===== src/fbf_pkg.sv =====
// Shared types and constants for the fractional box filter line block.
// No dependencies; top, lane, merge and testbench refer to it by scoped names.
package fbf_pkg;

   localparam int SUM_W     = 23;
   localparam int WGT_W     = 17;
   localparam int FRAC_W    = 16;
   localparam int SPAN_CFG_W  = 7;
   localparam int OFF_CFG_W   = 6;
   localparam int PRIME_W   = 7;
   localparam int CLAMP_W   = 9;
   localparam int ROUND_HALF = 32768;

   localparam int CSR_W     = 17;
   localparam int CSR_IDX_W = 3;

   localparam logic [CSR_IDX_W-1:0] CSR_BOX_SPAN     = 3'd0;
   localparam logic [CSR_IDX_W-1:0] CSR_BOX_OFFSET   = 3'd1;
   localparam logic [CSR_IDX_W-1:0] CSR_PRIME_COUNT  = 3'd2;
   localparam logic [CSR_IDX_W-1:0] CSR_SUM_WEIGHT   = 3'd3;
   localparam logic [CSR_IDX_W-1:0] CSR_LEFT_WEIGHT  = 3'd4;
   localparam logic [CSR_IDX_W-1:0] CSR_RIGHT_WEIGHT = 3'd5;

   localparam logic [SPAN_CFG_W-1:0] SPAN_RESET   = 7'd2;
   localparam logic [OFF_CFG_W-1:0]  OFFSET_RESET = 6'd1;
   localparam logic [PRIME_W-1:0]    PRIME_RESET  = 7'd3;
   localparam logic [WGT_W-1:0]      SUM_WEIGHT_RESET   = 17'd21845;
   localparam logic [WGT_W-1:0]      LEFT_WEIGHT_RESET  = 17'd0;
   localparam logic [WGT_W-1:0]      RIGHT_WEIGHT_RESET = 17'd0;

   typedef enum logic [1:0] {
      LEFT_MEM,
      LEFT_FIRST,
      LEFT_CUR
   } left_src_type;

   typedef enum logic [1:0] {
      OUT_FILT,
      OUT_COPY,
      OUT_ZERO
   } out_kind_type;

   typedef struct packed {
      logic         emit;
      logic         done;
      out_kind_type kind;
   } out_ctl_type;

   typedef struct packed {
      logic         live;
      logic         first;
      left_src_type left_src;
      out_ctl_type  oc;
   } pipe_ctl_type;

   typedef struct packed {
      logic         adv2;
      logic         adv3;
      logic         live;
      logic         first;
      left_src_type left_src;
   } lane_ctl_type;

endpackage


===== src/fbf_lane.sv =====
// One channel lane: running window sum, edge selection and the three weighted products.
// Depends on fbf_pkg; instantiated once per lane by the top level.
module fbf_lane #(
   parameter int SAMPLE_BITS = 16
) (
   input  logic                                       clock,
   input  logic                                       reset,
   input  fbf_pkg::lane_ctl_type                      ctl,
   input  logic [SAMPLE_BITS-1:0]                     cur,
   input  logic [SAMPLE_BITS-1:0]                     mem_left,
   input  logic [fbf_pkg::PRIME_W-1:0]                prime_count,
   input  logic [fbf_pkg::WGT_W-1:0]                  sum_weight,
   input  logic [fbf_pkg::WGT_W-1:0]                  left_weight,
   input  logic [fbf_pkg::WGT_W-1:0]                  right_weight,
   output logic [fbf_pkg::SUM_W+fbf_pkg::WGT_W-1:0]   prod_sum,
   output logic [SAMPLE_BITS+fbf_pkg::WGT_W-1:0]      prod_left,
   output logic [SAMPLE_BITS+fbf_pkg::WGT_W-1:0]      prod_right
);

   localparam int PRIME_PROD_W = SAMPLE_BITS + fbf_pkg::PRIME_W;
   localparam int PS_W = fbf_pkg::SUM_W + fbf_pkg::WGT_W;
   localparam int PE_W = SAMPLE_BITS + fbf_pkg::WGT_W;

   logic [fbf_pkg::SUM_W-1:0] sum_ff, sum_in;
   logic [SAMPLE_BITS-1:0]    first_ff;
   logic [SAMPLE_BITS-1:0]    first_val;
   logic [SAMPLE_BITS-1:0]    left;
   logic [PRIME_PROD_W-1:0]   prime_prod;
   logic [fbf_pkg::SUM_W-1:0] base;
   logic [fbf_pkg::SUM_W-1:0] diff;

   logic [fbf_pkg::SUM_W-1:0] diff2_ff;
   logic [SAMPLE_BITS-1:0]    left2_ff;
   logic [SAMPLE_BITS-1:0]    cur2_ff;

   logic [PS_W-1:0] prod_sum_ff;
   logic [PE_W-1:0] prod_left_ff;
   logic [PE_W-1:0] prod_right_ff;

   always_comb begin
      first_val = ctl.first ? cur : first_ff;
      case (ctl.left_src)
         fbf_pkg::LEFT_CUR:   left = cur;
         fbf_pkg::LEFT_FIRST: left = first_val;
         default:             left = mem_left;
      endcase
      prime_prod = PRIME_PROD_W'(cur) * PRIME_PROD_W'(prime_count);
      base       = ctl.first ? fbf_pkg::SUM_W'(prime_prod) : sum_ff;
      diff       = base - fbf_pkg::SUM_W'(left);
      sum_in     = diff + fbf_pkg::SUM_W'(cur);
   end

   always_ff @(posedge clock) begin
      if (reset) begin
         sum_ff   <= '0;
         first_ff <= '0;
      end else if (ctl.adv2 && ctl.live) begin
         sum_ff <= sum_in;
         if (ctl.first) begin
            first_ff <= cur;
         end
      end
   end

   always_ff @(posedge clock) begin
      if (ctl.adv2) begin
         diff2_ff <= diff;
         left2_ff <= left;
         cur2_ff  <= cur;
      end
      if (ctl.adv3) begin
         prod_sum_ff   <= PS_W'(diff2_ff) * PS_W'(sum_weight);
         prod_left_ff  <= PE_W'(left2_ff) * PE_W'(left_weight);
         prod_right_ff <= PE_W'(cur2_ff) * PE_W'(right_weight);
      end
   end

   assign prod_sum   = prod_sum_ff;
   assign prod_left  = prod_left_ff;
   assign prod_right = prod_right_ff;

endmodule


===== config.mk =====
export PLATFORM = sky130hd
export DESIGN_NAME = fbf_lane
export DESIGN_NICKNAME = d
export VERILOG_FILES = /design/src/fbf_pkg.sv /design/src/fbf_lane.sv
export SDC_FILE = /design/constraint.sdc
export NUM_CORES = 2
export LEC_CHECK = 0
export BUFFER_PORTS_ARGS = -buffer_cell sky130_fd_sc_hd__buf_2
export CORE_AREA = 2 2 287 232
export DETAILED_ROUTE_END_ITERATION = 8
export DIE_AREA = 0 0 289 234
export PLACE_DENSITY_LB_ADDON = 0.12
export SLEW_MARGIN = 20
export SYNTH_ARGS = -nofsm -noshare
export SYNTH_HDL_FRONTEND = slang
export SYNTH_SLANG_ARGS = --single-unit
export TNS_END_PERCENT = 100

===== constraint.sdc =====
create_clock -name clock -period 10.9 [get_ports clock]
set_input_delay 2.18 -clock clock [delete_from_list [all_inputs] [get_ports clock]]
set_output_delay 2.18 -clock clock [all_outputs]
set_load 0.05 [all_outputs]

==> summary.txt <==
worst skew pair latency - 510 ps
main combinational cell family by area after synthesis - adder cells
post-synth cell types - 71
Tmin final - 9090 ps
largest net degree at the start of global routing - 60
layout cells sized above 1 - 6.40%
MaxCap Viol Count - 0
core area - 0.0650 mm2
Clk pin slew, worst setup/hold paths - 80 ps
EDFF count, synth - 161
fin nets - 5,867
vias in the first global route - 31,100
CTS Hold Bufs - 0
Setup Skew - 12.8 ps
grt ovf - 0
routed via count - 30,300
clock buffer depth - 2
critical path's slowest cell - a2111oi_0
initial antenna violation count - 14
CP dominant cell by count - fa_1
Vias/cell - 5.55
Max Fanout on Critical Path - 12
drt first pass iters - 5
area growth from synthesis to layout - 4.90%
Final GP Congestion - 0.877
fin area - 0.0439 mm2
final hold violations - 0
Filler Cell Count - 5,316
worst setup path class - in -> reg
ys flop type - edfxtp_1
yosys warns - 0
fin. max-slew vios - 0
Seq cells post-synth - 200
Final ANT Viol Nets - 0
sequential area share after synthesis - 13.4%
unrepaired setup endpoints after global routing - false
post_cts resized - 0
CP startpoint - cur[5]
placed wire-length estimate - 77.4 mm
routed wire length - 97.2 mm
DRT iter0 DRCs - 2,156
Worst EP arrival - 9550 ps
setup TNS - 0 ps
Adder-Cell Fraction of Synth Area - 50.3%
FMAX - 0.110 GHz
Multi-input gate area - 0.0320 mm2
Die W - 289 um
Root Buffer - clkbuf_16
Wirelength per Cell - 17.8 um
Placed Area - 0.0433 mm2
RR Startpoint - diff2_ff[18]
Setup crit end kind - flop
H-tree levels - 4
Post-Syn Instances - 4,523
Setup Buffers After CTS - 0
min-delay worst type - reg -> reg
TritonCTS clock tree - done
status - finished, final reports clean
hold wc startpoint - first_ff[3]
PortBufs - 203
FF+latch area - 0.00562 mm2
Die Height - 234 um
data required time of the critical path - 11,350 ps
Post-route DRC - 0
Num CTS Buffers - 17
asr flop ratio synth - 0%
total track usage - 30.6%
mux contribution to synthesized area - 0.667%
Synth Net Count - 5,822
Final setup viols - 0
starting density of the core - 64.4%
xor/xnor share of the synthesized area - 2.86%
relative slew slack - 16.1%
Max stage delay on crit path - 590 ps
measured slew at the worst slew-check pin - 1230 ps
Worst setup SP type - primary input
# IOs - 204
Tcrit/Tclk final - 83.4%
Synth Cell Area - 0.0418 mm2
die area - 0.0676 mm2
clock sink count - 200
Site Rows - 84
post-synthesis compound-gate area fraction - 7.04%
first-pass GRT wire length - 162 mm
Mapped Avg Cell Area - 9.25 um2
Post-Synth Simple-Gate Area - 15.7%
flip-flops by register name, summed over array words and instances (netlist names):
signal / cells
cur2_ff: 16
diff2_ff: 23
first_ff: 16
left2_ff: 16
prod_left: 33
prod_right: 33
prod_sum: 40
sum_ff: 23
final timing paths:
check	end	slack, ps	cells after the start
setup / recovery	sum_ff[22]	1810	33
hold / removal	first_ff[3]	460	2
setup reg to reg	prod_sum[39]	3260	22
hold reg to reg	first_ff[3]	460	2
cells in the mapped netlist, types with 6 or more instances:
master | instances | area, um2
fa_1 | 801 | 16000
o31ai_1 | 9 | 67.6
nand2b_1 | 14 | 87.6
o21ai_0 | 65 | 325
a21o_1 | 68 | 510
edfxtp_1 | 161 | 4830
inv_1 | 927 | 3480
ha_1 | 400 | 5000
a22oi_1 | 18 | 135
a31oi_1 | 8 | 50.1
nor3_1 | 20 | 100
o21a_1 | 32 | 240
nand2_1 | 768 | 2880
nand4_1 | 11 | 68.8
and2_1 | 399 | 2500
a211oi_1 | 19 | 143
clkbuf_1 | 183 | 687
o21bai_1 | 18 | 135
mux2_2 | 23 | 259
nor2_1 | 95 | 357
dfxtp_1 | 39 | 781
nand3_1 | 27 | 135
a21oi_1 | 141 | 706
xnor2_1 | 97 | 850
xor2_1 | 36 | 315
buf_1 | 6 | 22.5
or3_1 | 7 | 43.8
o211ai_1 | 12 | 90.1
or2_2 | 6 | 37.5
nor2b_1 | 20 | 125
and3_1 | 9 | 56.3
per-layer routing:
layer	routed length, um	vias up	global-route usage, %
met3	7890	115	5.92
met4	1850	4	8.67
met1	43600	15200	44.4
met2	43800	1004	47.2
met5	21	-	0
li1	-	13900	-
placed cells by master, fill, tap and decap left out, types with 11 or more instances in the layout:
cell type,count
a211oi_1,19
a21o_1,68
a21oi_1,141
a22oi_1,18
and2_1,399
buf_2,202
buf_4,13
clkbuf_16,17
dfxtp_1,39
diode_2,12
edfxtp_1,161
fa_1,801
ha_1,400
inv_1,927
mux2_2,23
nand2_1,768
nand2b_1,14
nand3_1,27
nand4_1,11
nor2_1,94
nor2b_1,20
nor3_1,20
o211ai_1,12
o21a_1,32
o21ai_0,65
o21bai_1,18
xnor2_1,97
xor2_1,36
cell type report:
| cell class | count | share of cell area [%] |
|---|---|---|
| Antenna cell | 12 | 0.0684 |
| Clock buffer | 19 | 0.986 |
| Clock inverter | 13 | 0.254 |
| Inverter | 927 | 7.93 |
| Multi-Input combinational cell | 3207 | 73.0 |
| Sequential cell | 200 | 12.8 |
| Tap cell | 860 | 2.45 |
| Timing Repair Buffer | 215 | 2.53 |
per-stage QoR:
step                setup slack [ps]  hold WS [ps]  util, %  instances
floorplan                       2000           429        -       4523
global placement                1450           440     66.7       5409
detailed placement              1370           446     66.7       5409
CTS                             1890           457     67.5       5441
global route                    1170           474     67.6       5452
finish                          1810           459     67.6       5453
worst max-delay path, delay by kind of cell:
family	cells	cell delay, ps
mux	1	270
buf+inv	3	300
xor+xnor	2	240
compound gates	9	1950
fa+ha+maj	7	2860
simple gates	11	1780
cells by family after synthesis:
group / after synthesis
AND/OR/NAND/NOR: 1397
adder cells (fa/ha/maj): 1201
AO/OA/AOI/OAI: 449
flip-flops: 200
buffers and inverters: 1116
multiplexers: 25
XOR/XNOR: 135
Power is left out: the tool's default activity adds up to more than one toggle a clock period on the data nets, which glitch-free logic cannot reach.
