<file path="config.mk">
export PLATFORM = sky130hd
export DESIGN_NAME = fbf_merge_flat
export DESIGN_NICKNAME = d
export VERILOG_FILES = /design/src/fbf_pkg.sv /design/src/fbf_rsp_if.sv /design/src/fbf_merge.sv /design/src/flat_wrapper.sv
export SDC_FILE = /design/constraint.sdc
export NUM_CORES = 1
export LEC_CHECK = 0
export BUFFER_PORTS_ARGS = -buffer_cell sky130_fd_sc_hd__buf_2
export CAP_MARGIN = 30
export CORE_AREA = 2 2 227 229
export DETAILED_ROUTE_END_ITERATION = 7
export DIE_AREA = 0 0 229 231
export HOLD_SLACK_MARGIN = 0.03
export PLACE_DENSITY = 0.66
export SLEW_MARGIN = 30
export SYNTH_ARGS = -nofsm -noshare
export SYNTH_HDL_FRONTEND = slang
export SYNTH_SLANG_ARGS = --single-unit
</file>
<file path="constraint.sdc">
create_clock -name clock -period 7.4 [get_ports clock]
set_input_delay 1.48 -clock clock [delete_from_list [all_inputs] [get_ports clock]]
set_output_delay 1.48 -clock clock [all_outputs]
set_load 0.03 [all_outputs]
</file>
<file path="src/fbf_pkg.sv">
// Shared types and constants for the fractional box filter line block.
// No dependencies; top, lane, merge and testbench refer to it by scoped names.
package fbf_pkg;

   localparam int SUM_W     = 23;
   localparam int WGT_W     = 17;
   localparam int FRAC_W    = 16;
   localparam int SPAN_CFG_W  = 7;
   localparam int OFF_CFG_W   = 6;
   localparam int PRIME_W   = 7;
   localparam int CLAMP_W   = 9;
   localparam int ROUND_HALF = 32768;

   localparam int CSR_W     = 17;
   localparam int CSR_IDX_W = 3;

   localparam logic [CSR_IDX_W-1:0] CSR_BOX_SPAN     = 3'd0;
   localparam logic [CSR_IDX_W-1:0] CSR_BOX_OFFSET   = 3'd1;
   localparam logic [CSR_IDX_W-1:0] CSR_PRIME_COUNT  = 3'd2;
   localparam logic [CSR_IDX_W-1:0] CSR_SUM_WEIGHT   = 3'd3;
   localparam logic [CSR_IDX_W-1:0] CSR_LEFT_WEIGHT  = 3'd4;
   localparam logic [CSR_IDX_W-1:0] CSR_RIGHT_WEIGHT = 3'd5;

   localparam logic [SPAN_CFG_W-1:0] SPAN_RESET   = 7'd2;
   localparam logic [OFF_CFG_W-1:0]  OFFSET_RESET = 6'd1;
   localparam logic [PRIME_W-1:0]    PRIME_RESET  = 7'd3;
   localparam logic [WGT_W-1:0]      SUM_WEIGHT_RESET   = 17'd21845;
   localparam logic [WGT_W-1:0]      LEFT_WEIGHT_RESET  = 17'd0;
   localparam logic [WGT_W-1:0]      RIGHT_WEIGHT_RESET = 17'd0;

   typedef enum logic [1:0] {
      LEFT_MEM,
      LEFT_FIRST,
      LEFT_CUR
   } left_src_type;

   typedef enum logic [1:0] {
      OUT_FILT,
      OUT_COPY,
      OUT_ZERO
   } out_kind_type;

   typedef struct packed {
      logic         emit;
      logic         done;
      out_kind_type kind;
   } out_ctl_type;

   typedef struct packed {
      logic         live;
      logic         first;
      left_src_type left_src;
      out_ctl_type  oc;
   } pipe_ctl_type;

   typedef struct packed {
      logic         adv2;
      logic         adv3;
      logic         live;
      logic         first;
      left_src_type left_src;
   } lane_ctl_type;

endpackage

</file>
<file path="src/fbf_rsp_if.sv">
// Result channel of the box filter: one filtered pixel and its position per item.
// Depends on nothing; used by the merge stage and the top level.
interface fbf_rsp_if #(
   parameter int SAMPLE_BITS = 16,
   parameter int POS_BITS    = 12
);
   logic                   valid;
   logic                   ready;
   logic [SAMPLE_BITS-1:0] result_c0;
   logic [SAMPLE_BITS-1:0] result_c1;
   logic [SAMPLE_BITS-1:0] result_c2;
   logic [SAMPLE_BITS-1:0] result_c3;
   logic [POS_BITS-1:0]    out_position;
   logic                   row_done;

   modport source (
      output valid, result_c0, result_c1, result_c2, result_c3, out_position, row_done,
      input  ready
   );
   modport sink (
      input  valid, result_c0, result_c1, result_c2, result_c3, out_position, row_done,
      output ready
   );
endinterface

</file>
<file path="src/fbf_merge.sv">
// Merge stage: adds, rounds and saturates each lane, selects filtered, copied or zero
// values and holds the result item in the output register. Depends on fbf_pkg, fbf_rsp_if.
module fbf_merge #(
   parameter int SAMPLE_BITS = 16,
   parameter int LANE_COUNT  = 4,
   parameter int POS_BITS    = 12
) (
   input  logic                                     clock,
   input  logic                                     reset,
   input  logic                                     s3_valid,
   input  fbf_pkg::out_ctl_type                     s3_ctl,
   input  logic [POS_BITS-1:0]                      s3_pos,
   input  logic [SAMPLE_BITS-1:0]                   copy_val   [LANE_COUNT],
   input  logic [fbf_pkg::SUM_W+fbf_pkg::WGT_W-1:0] prod_sum   [LANE_COUNT],
   input  logic [SAMPLE_BITS+fbf_pkg::WGT_W-1:0]    prod_left  [LANE_COUNT],
   input  logic [SAMPLE_BITS+fbf_pkg::WGT_W-1:0]    prod_right [LANE_COUNT],
   output logic                                     s3_ready,
   fbf_rsp_if.source                                rsp
);

   localparam int PS_W  = fbf_pkg::SUM_W + fbf_pkg::WGT_W;
   localparam int PE_W  = SAMPLE_BITS + fbf_pkg::WGT_W;
   localparam int ACC_W = ((PS_W > PE_W) ? PS_W : PE_W) + 2;
   localparam int TOP_B = fbf_pkg::FRAC_W + SAMPLE_BITS;

   logic [SAMPLE_BITS-1:0] res_in [4];
   logic [SAMPLE_BITS-1:0] res_ff [4];
   logic [POS_BITS-1:0]    pos_ff;
   logic                   done_ff;
   logic                   out_valid_ff, out_valid_in;
   logic                   load;

   for (genvar l = 0; l < 4; l++) begin : g_lane
      if (l < LANE_COUNT) begin : g_used
         logic [ACC_W-1:0]       acc;
         logic                   sat;
         logic [SAMPLE_BITS-1:0] filt;
         assign acc  = ACC_W'(prod_sum[l]) + ACC_W'(prod_left[l]) + ACC_W'(prod_right[l])
                       + ACC_W'(fbf_pkg::ROUND_HALF);
         assign sat  = |acc[ACC_W-1:TOP_B];
         assign filt = sat ? '1 : acc[TOP_B-1:fbf_pkg::FRAC_W];
         assign res_in[l] = (s3_ctl.kind == fbf_pkg::OUT_FILT) ? filt :
                            (s3_ctl.kind == fbf_pkg::OUT_COPY) ? copy_val[l] : '0;
      end else begin : g_unused
         assign res_in[l] = '0;
      end
   end

   assign s3_ready     = !s3_ctl.emit || !out_valid_ff || rsp.ready;
   assign load         = s3_valid && s3_ctl.emit && s3_ready;
   assign out_valid_in = load ? 1'b1 : (rsp.ready ? 1'b0 : out_valid_ff);

   always_ff @(posedge clock) begin
      if (reset) begin
         out_valid_ff <= 1'b0;
      end else begin
         out_valid_ff <= out_valid_in;
      end
   end

   always_ff @(posedge clock) begin
      if (load) begin
         res_ff  <= res_in;
         pos_ff  <= s3_pos;
         done_ff <= s3_ctl.done;
      end
   end

   assign rsp.valid        = out_valid_ff;
   assign rsp.result_c0    = res_ff[0];
   assign rsp.result_c1    = res_ff[1];
   assign rsp.result_c2    = res_ff[2];
   assign rsp.result_c3    = res_ff[3];
   assign rsp.out_position = pos_ff;
   assign rsp.row_done     = done_ff;

endmodule

</file>
<file path="src/flat_wrapper.sv">
// flat-port wrapper written by rule: the top's interface ports become plain ports
module fbf_merge_flat 
#(
   parameter int SAMPLE_BITS = 16,
   parameter int LANE_COUNT  = 4,
   parameter int POS_BITS    = 12
)
  (clock, reset, s3_valid, s3_ctl, s3_pos, copy_val, prod_sum, prod_left, prod_right, s3_ready, rsp_valid, rsp_result_c0, rsp_result_c1, rsp_result_c2, rsp_result_c3, rsp_out_position, rsp_row_done, rsp_ready);
  fbf_rsp_if #(.SAMPLE_BITS(SAMPLE_BITS), .POS_BITS(POS_BITS)) rsp_i ();
  input  logic clock;
  input  logic reset;
  input  logic s3_valid;
  input  fbf_pkg::out_ctl_type s3_ctl;
  input  logic [POS_BITS-1:0] s3_pos;
  input  logic [SAMPLE_BITS-1:0] copy_val[LANE_COUNT];
  input  logic [fbf_pkg::SUM_W+fbf_pkg::WGT_W-1:0] prod_sum[LANE_COUNT];
  input  logic [SAMPLE_BITS+fbf_pkg::WGT_W-1:0] prod_left[LANE_COUNT];
  input  logic [SAMPLE_BITS+fbf_pkg::WGT_W-1:0] prod_right[LANE_COUNT];
  output logic s3_ready;
  output wire logic [$bits(rsp_i.valid)-1:0] rsp_valid;
  output wire logic [$bits(rsp_i.result_c0)-1:0] rsp_result_c0;
  output wire logic [$bits(rsp_i.result_c1)-1:0] rsp_result_c1;
  output wire logic [$bits(rsp_i.result_c2)-1:0] rsp_result_c2;
  output wire logic [$bits(rsp_i.result_c3)-1:0] rsp_result_c3;
  output wire logic [$bits(rsp_i.out_position)-1:0] rsp_out_position;
  output wire logic [$bits(rsp_i.row_done)-1:0] rsp_row_done;
  input wire logic [$bits(rsp_i.ready)-1:0] rsp_ready;
  assign rsp_valid = rsp_i.valid;
  assign rsp_result_c0 = rsp_i.result_c0;
  assign rsp_result_c1 = rsp_i.result_c1;
  assign rsp_result_c2 = rsp_i.result_c2;
  assign rsp_result_c3 = rsp_i.result_c3;
  assign rsp_out_position = rsp_i.out_position;
  assign rsp_row_done = rsp_i.row_done;
  assign rsp_i.ready = rsp_ready;
  fbf_merge #(.SAMPLE_BITS(SAMPLE_BITS), .LANE_COUNT(LANE_COUNT), .POS_BITS(POS_BITS)) u_core (.clock(clock), .reset(reset), .s3_valid(s3_valid), .s3_ctl(s3_ctl), .s3_pos(s3_pos), .copy_val(copy_val), .prod_sum(prod_sum), .prod_left(prod_left), .prod_right(prod_right), .s3_ready(s3_ready), .rsp(rsp_i));
endmodule
</file>
==> results.py, run 1 <==
metrics = {
    "drt": {
        "routed_wl_mm": 65.01,
        "wl_per_cell_um": 19.07,
        "remaining_drc_errors": 0,
        "drt_iter0_drc": 1043,
        "ant_nets": 0,
        "routed_via_density": 5.648,
        "drtPass1Iterations": 5,
        "vias": 19249,
    },
    "placement": {
        "place_area_um2": 21380,
        "port_buffers": 586,
        "place.gp.congestion": 0.9634,
        "hpwl_mm": 56.12,
    },
    "yosys": {
        "synth_nets": 3064,
        "synth_seq_area_share_pct": 13.13,
        "syn_inst": 2164,
        "synth-seq-cells": 78,
        "synth.distinct_cells": 97,
        "async_flop_share_pct": 0,
        "netlist_area_um2": 17760,
        "syn_area_per_cell_um2": 8.209,
        "synth_edf_count": 77,
        "synth_ff_type": "edfxtp_1",
        "yosys_warnings": 0,
    },
    "worst_setup_path": {
        "rrSetupSlack_ns": 5.75,
        "worstReg2RegStart": "u_core.rsp.valid",
        "reg2reg_depth": 3,
        "timing.rr.end": "u_core.rsp.result_c2[12]",
        "end_kind": "flop",
        "endpoint": "u_core.rsp.result_c3[5]",
        "worstPathArrival_ns": 6.99,
        "critPathKind": "input port to flop",
        "path_max_fanout": 16,
        "cp-startpoint": "prod_sum[0]",
        "required_ns": 7.50,
        "crit_path_start_kind": "input port",
    },
    "clock_tree": {
        "post_cts_resize_count": 0,
        "clk_pin_slew_worst_paths_ns": 0.06,
        "cts_hold_buffers": 0,
        "cts_buffers": 9,
        "cts_sinks": 78,
        "htree_levels": 3,
        "cts-root-buf": "clkbuf_16",
        "cts_tree": "built",
        "clock_path_buffers": 2,
        "postCtsSetupBuffers": 0,
        "clk_latency_ns": 0.36,
    },
    "timing": {
        "final.setup.tns_ns": 0,
        "worst_pin_slew_ns": 0.8747,
        "max_slew_margin_pct": 41.68,
        "setup_viol": 0,
        "period_needed_ns": 6.890,
        "skew_ns": 0.005749,
        "holdWs_ns": 0.7086,
        "rsz0062_at_grt": "no",
        "max_freq_ghz": 0.1451,
        "final-hold-violation-count": 0,
        "timing.final.crit_share_pct": 93.11,
        "report.final.slew_viol_count": 0,
    },
    "final_layout": {
        "drive_gt1_share_pct": 24.48,
        "fin_area_um2": 21750,
        "area.growth.synth_to_final_pct": 22.42,
        "nets": 3612,
    },
    "global_routing": {
        "antenna_found_initial": 19,
        "gr-total-overflow": 0,
        "grt_pass1_vias": 18978,
        "grt.total_usage_pct": 23.60,
        "grt_pass1_wl_mm": 99.86,
        "grt_max_degree": 78,
    },
    "hold_path": {
        "min_path_type": "flop to flop",
    },
    "power": {
        "peakVddDrop_v": 0.0001069,
        "power_density_nw_per_um2": 170.8,
        "total_power_mw": 3.715,
        "p_leak_nw": 10.67,
    },
    "job": {
        "maxCapViolations": 0,
    },
    "floorplan": {
        "die_x_um": 229,
        "die_h_um": 231,
        "io_pins": 587,
        "fp.dieArea_um2": 52900,
        "coreArea_um2": 50680,
        "initial_core_util_pct": 35.05,
        "rows": 83,
    },
    "outcome": {
        "status": "finished, final reports clean",
    },
}
cells by family (layout without fill, tap and decap cells):
family,count (synthesis),in the layout,synth area share (%)
compound gates,779,779,29.80
simple gates,544,544,15.38
fa+ha+maj,392,392,27.78
xor+xnor,192,192,9.551
buf+inv,172,724,3.959
flops,78,78,13.13
mux,7,7,0.4015
other cells,0,12,0
synth_stat cells, types with 7 or more instances:
master       n  area share (%)
a211oi_1    31             1.3
nor2b_1     53             1.9
a221oi_1    21             1.0
a31oi_1     32             1.1
nand3_1     46             1.3
or2_2        8            0.28
buf_2       13            0.37
nand2_1    147             3.1
a311oi_1    26             1.3
inv_1      109             2.3
nand2b_1    13            0.46
and3_1      32             1.1
xnor2_1    111             5.5
a41o_1       7            0.39
a2111oi_0    7            0.35
nor3_1      34            0.96
o21ai_0    125             3.5
o21a_1      44             1.9
ha_1       388              27
nor2_1     122             2.6
a311oi_2    10            0.85
o211ai_1    12            0.51
nand4_1     34             1.2
o31ai_1     11            0.46
o2111ai_1    9            0.44
o21bai_1    36             1.5
edfxtp_1    77              13
xor2_1      79             3.9
clkbuf_1    42            0.89
a21o_1      89             3.8
and2_1      15            0.53
a21oi_1    230             6.5
a211o_1      9            0.44
and4_1      10            0.49
power breakdown:
group	internal, mW	leakage (nW)	total (mW)	switching [mW]
combinational	1.12	9.78	2.70	1.59
clock	0.294	0.155	0.490	0.197
sequential	0.512	0.736	0.520	0.00778
routing by layer:
| metal | vias up | routed length, µm | global-route usage [%] |
|---|---|---|---|
| met2 | 818 | 30730 | 41.27 |
| met4 | 8 | 2432 | 9.274 |
| met5 | - | 47 | 0 |
| met3 | 128 | 4840 | 4.508 |
| li1 | 9359 | - | - |
| met1 | 8936 | 26960 | 28.44 |
sequential cells by signal, summed over array words and instances (netlist names):
register,count
u_core.rsp.out_position,12
u_core.rsp.result_c3,16
u_core.rsp.valid,1
u_core.rsp.row_done,1
u_core.rsp.result_c2,16
u_core.rsp.result_c0,16
u_core.rsp.result_c1,16
critical path: stages:
cell	delay, ns
buf_2	0.10
ha_1	0.22
inv_1	0.08
fa_1	0.20
nor2b_1	0.07
o31a_1	0.28
o31ai_1	0.31
nand2_1	0.14
a21oi_1	0.25
o21ai_0	0.24
a221oi_1	0.33
xnor2_1	0.16
ha_1	0.25
ha_1	0.35
a21oi_1	0.17
o21ai_0	0.17
a311oi_1	0.26
a21oi_1	0.18
a21oi_1	0.28
o21bai_1	0.13
a21oi_1	0.26
o21bai_1	0.13
a2111o_1	0.66
o21a_1	0.29
worst min path at each step:
stage	endpoint	startpoint	cells after the start
3_3_place_gp	u_core.rsp.valid	u_core.rsp.valid	3
5_1_grt	u_core.rsp.valid	u_core.rsp.valid	3
6_report	u_core.rsp.valid	u_core.rsp.valid	3
3_5_place_dp	u_core.rsp.valid	u_core.rsp.valid	3
4_1_cts	u_core.rsp.valid	u_core.rsp.valid	3
2_1_floorplan	u_core.rsp.valid	u_core.rsp.valid	3
through the flow:
| stage | instances | worst slack, ns | util [%] |
|---|---|---|---|
| after global routing | 3406 | 0.04693 | 42.90 |
| final | 3408 | 0.5098 | 42.91 |
| after detailed placement | 3380 | 0.02093 | 42.19 |
| after floorplan | 2164 | 0.9160 | - |
| after global placement | 3380 | 0.2300 | 42.19 |
| after CTS | 3395 | 0.4001 | 42.81 |
placed cells by master (no fill, tap or decap), types with 34 or more instances in the layout:
cell type,count
a21oi_1,230
xnor2_1,111
edfxtp_1,77
xor2_1,79
o21bai_1,36
buf_2,586
inv_1,109
a21o_1,89
nor2b_1,53
nand4_1,34
ha_1,388
nand3_1,46
nor3_1,34
nor2_1,121
nand2_1,147
o21a_1,44
o21ai_0,125
layout make-up:
cell class	instances	area [µm²]
diodes	12	30.03
clock buffers	9	225.2
clock inverters	6	87.58
fillers	5165	28930
inverters	110	412.9
multi-input cells	1914	14740
flip-flops and latches	78	2332
well taps	680	850.8
repair buffers	599	3072
Note: power is estimated with default switching activity, not from simulation.
==> inputs of run 2 (changes only) <==
--- a/config.mk
+++ b/config.mk
@@ -13,3 +13,3 @@
 export HOLD_SLACK_MARGIN = 0.03
-export PLACE_DENSITY = 0.66
+export PLACE_DENSITY = 0.69
 export SLEW_MARGIN = 30
==> constraint.sdc (replaced) <==
create_clock -name clock -period 7.6 [get_ports clock]
set_input_delay 0.38 -clock clock [delete_from_list [all_inputs] [get_ports clock]]
set_output_delay 0.38 -clock clock [all_outputs]
set_load 0.03 [all_outputs]
==> run 2 against run 1 <==
Against the previous run:
- clock power decreased by 6.9%
- sequential power decreased by 3%
- routed wire length decreased by 2.9%
- cell count decreased by 0.23%
- final area decreased by 0.51%
- global-route usage decreased by 0.74 points
- total power decreased by 5.1%
- worst hold slack got worse by 0.53 ns
- critical path type unchanged
- largest cell class unchanged
- highest routed layer unchanged
==> results.py, run 2 (synthesis results as in run 1) <==
metrics = {
    "hold_path": {
        "whs_endpoint": "u_core.rsp.valid",
        "min_path_type": "input port to flop",
        "hold_depth": 2,
        "hold_path_startpoint": "reset",
    },
    "floorplan": {
        "die_x_um": 229,
        "die_h_um": 231,
        "coreArea_um2": 50680,
        "io_pins": 587,
        "fp.dieArea_um2": 52900,
        "rows": 83,
        "initial_core_util_pct": 35.05,
    },
    "worst_setup_path": {
        "crit_family": "compound AO/OA/AOI/OAI gates",
        "cp_common_cell": "ha_1",
        "cp_cell_sequence": "buf_2, ha_1, a21o_1, or3_1, o2111ai_2, nand2_2, a21oi_1, o21ai_0, a21oi_1, xnor2_1, ha_1, ha_1, and4_1, a221oi_1, o2111a_1, o21ai_0, o31ai_1, nor3b_1, and4_1, a311oi_1",
        "path_max_fanout": 16,
        "rrSetupSlack_ns": 5.85,
        "cp_num_buf_inv": 1,
        "critPathKind": "input port to flop",
        "timing.rr.end": "u_core.rsp.out_position[7]",
        "reg2reg_depth": 3,
        "end_kind": "flop",
        "worstReg2RegStart": "u_core.rsp.valid",
        "worst_path_largest_cell_delay_ns": 0.77,
        "crit_path_start_kind": "input port",
        "worstPathArrival_ns": 6.22,
        "slowest_stage": "and4_1",
        "required_ns": 7.67,
    },
    "power": {
        "combPwrFrac_pct": 72.7,
        "p_sw_mw": 1.699,
        "peakVddDrop_v": 0.00008859,
        "seq_power_share_pct": 14.4,
        "p_leak_nw": 10.61,
        "power_density_nw_per_um2": 163.0,
        "internal_power_mw": 1.828,
        "switching_share_pct": 48.17,
        "clkPwrFrac_pct": 12.9,
    },
    "global_routing": {
        "gr-total-overflow": 0,
        "antenna_found_initial": 22,
        "grt.total_usage_pct": 22.86,
        "grt_pass1_wl_mm": 95.83,
        "grt_max_degree": 78,
        "grt_pass1_vias": 17799,
    },
    "placement": {
        "place_area_um2": 21300,
        "place.gp.congestion": 0.9647,
        "dpl.cell_count": 3372,
        "hpwl_mm": 54.52,
        "port_buffers": 586,
    },
    "timing": {
        "max_slew_margin_pct": 37.69,
        "setup_viol": 0,
        "final-hold-violation-count": 0,
        "max_freq_ghz": 0.1627,
        "worst_pin_slew_ns": 0.9110,
        "final.setup.tns_ns": 0,
        "report.final.slew_viol_count": 0,
        "timing.final.crit_share_pct": 80.90,
        "rsz0062_at_grt": "no",
        "skew_ns": 0.003908,
        "holdWs_ns": 0.1797,
        "period_needed_ns": 6.148,
    },
    "clock_tree": {
        "cts-root-buf": "clkbuf_16",
        "postCtsSetupBuffers": 0,
        "cts_sinks": 78,
        "htree_levels": 3,
        "cts_hold_buffers": 0,
        "clk_latency_ns": 0.37,
        "clock_path_buffers": 2,
        "cts_buffers": 9,
        "cts_tree": "built",
        "post_cts_resize_count": 0,
        "clk_pin_slew_worst_paths_ns": 0.07,
    },
    "final_layout": {
        "final-seq-area_um2": 2332,
        "area.growth.synth_to_final_pct": 21.80,
        "fin_area_um2": 21640,
        "layout.cells.non_filler": 3400,
        "multi_input_area_um2": 14740,
        "nets": 3604,
        "fill_cells": 5252,
        "final_util_pct": 42.69,
        "drive_gt1_share_pct": 24.29,
        "final_common_cell": "buf_2",
        "layout_common_cells": "buf_2, ha_1, a21oi_1, nand2_1, o21ai_0",
    },
    "drt": {
        "drtPass1Iterations": 5,
        "wl_per_cell_um": 18.57,
        "remaining_drc_errors": 0,
        "ant_nets": 0,
        "vias": 18877,
        "routed_wl_mm": 63.14,
        "drt_iter0_drc": 1132,
        "routed_via_density": 5.552,
    },
    "outcome": {
        "status": "finished, final reports clean",
    },
    "job": {
        "maxCapViolations": 0,
    },
}
-- run 2: cell types whose count changed in the layout (fill, tap and decap cells not counted), sizes merged --
cell      before  now
inv          110  111
clkinvlp       0    1
buf          599  591
diode         12   11
bufinv         2    1
-- run 2: routing by layer --
layer,wire length (µm),GRT usage (%),up-vias
met1,25790,27.03,8655
met2,29440,39.14,732
met3,5269,5.879,135
met5,88,0,-
li1,-,-,9339
met4,2546,9.720,16
-- run 2: power by group through the flow --
stage | Sequential (mW) | Clock [mW] | Combinational, mW
final | 0.506 | 0.456 | 2.56
after global routing | 0.508 | 0.487 | 2.85
after CTS | 0.506 | 0.474 | 2.56
after detailed placement | 0.516 | 0 | 2.53
after global placement | 0.516 | 0 | 2.53
after floorplan | 0.555 | 0 | 1.79
-- run 2: worst register-to-register path, cell delays in order (launching register included) --
cell     delay, ns
dfxtp_1       0.30
nor2b_1       0.24
nor2_4        0.15
buf_6         0.59
-- run 2: area by class of cell --
| cell class | instances | area share [%] |
|---|---|---|
| Multi-Input combinational cell | 1914 | 68.11 |
| Timing Repair Buffer | 591 | 13.76 |
| Inverter | 110 | 1.908 |
| Sequential cell | 78 | 10.78 |
| Antenna cell | 11 | 0.1272 |
| Clock buffer | 9 | 1.041 |
| Tap cell | 680 | 3.932 |
| Clock inverter | 7 | 0.3412 |
-- run 2: worst max-delay path by stage --
stage                        startpoint                        to  slack (ns)  depth (start not counted)
final                      prod_sum[45]   u_core.rsp.result_c2[2]        1.45                         20
after global routing       prod_sum[45]   u_core.rsp.result_c2[2]        1.10                         20
after CTS                 prod_sum[120]   u_core.rsp.result_c0[6]        1.57                         23
after detailed placement  prod_sum[120]   u_core.rsp.result_c0[0]        1.19                         23
after global placement     prod_sum[45]   u_core.rsp.result_c2[7]        1.17                         20
after floorplan            prod_sum[45]  u_core.rsp.result_c2[10]        2.22                         23
-- run 2: per-stage QoR --
stage,setup WS (ns),power [mW]
global route,1.101,3.849
floorplan,2.216,2.346
finish,1.452,3.526
detailed placement,1.187,3.049
global placement,1.167,3.049
CTS,1.570,3.537
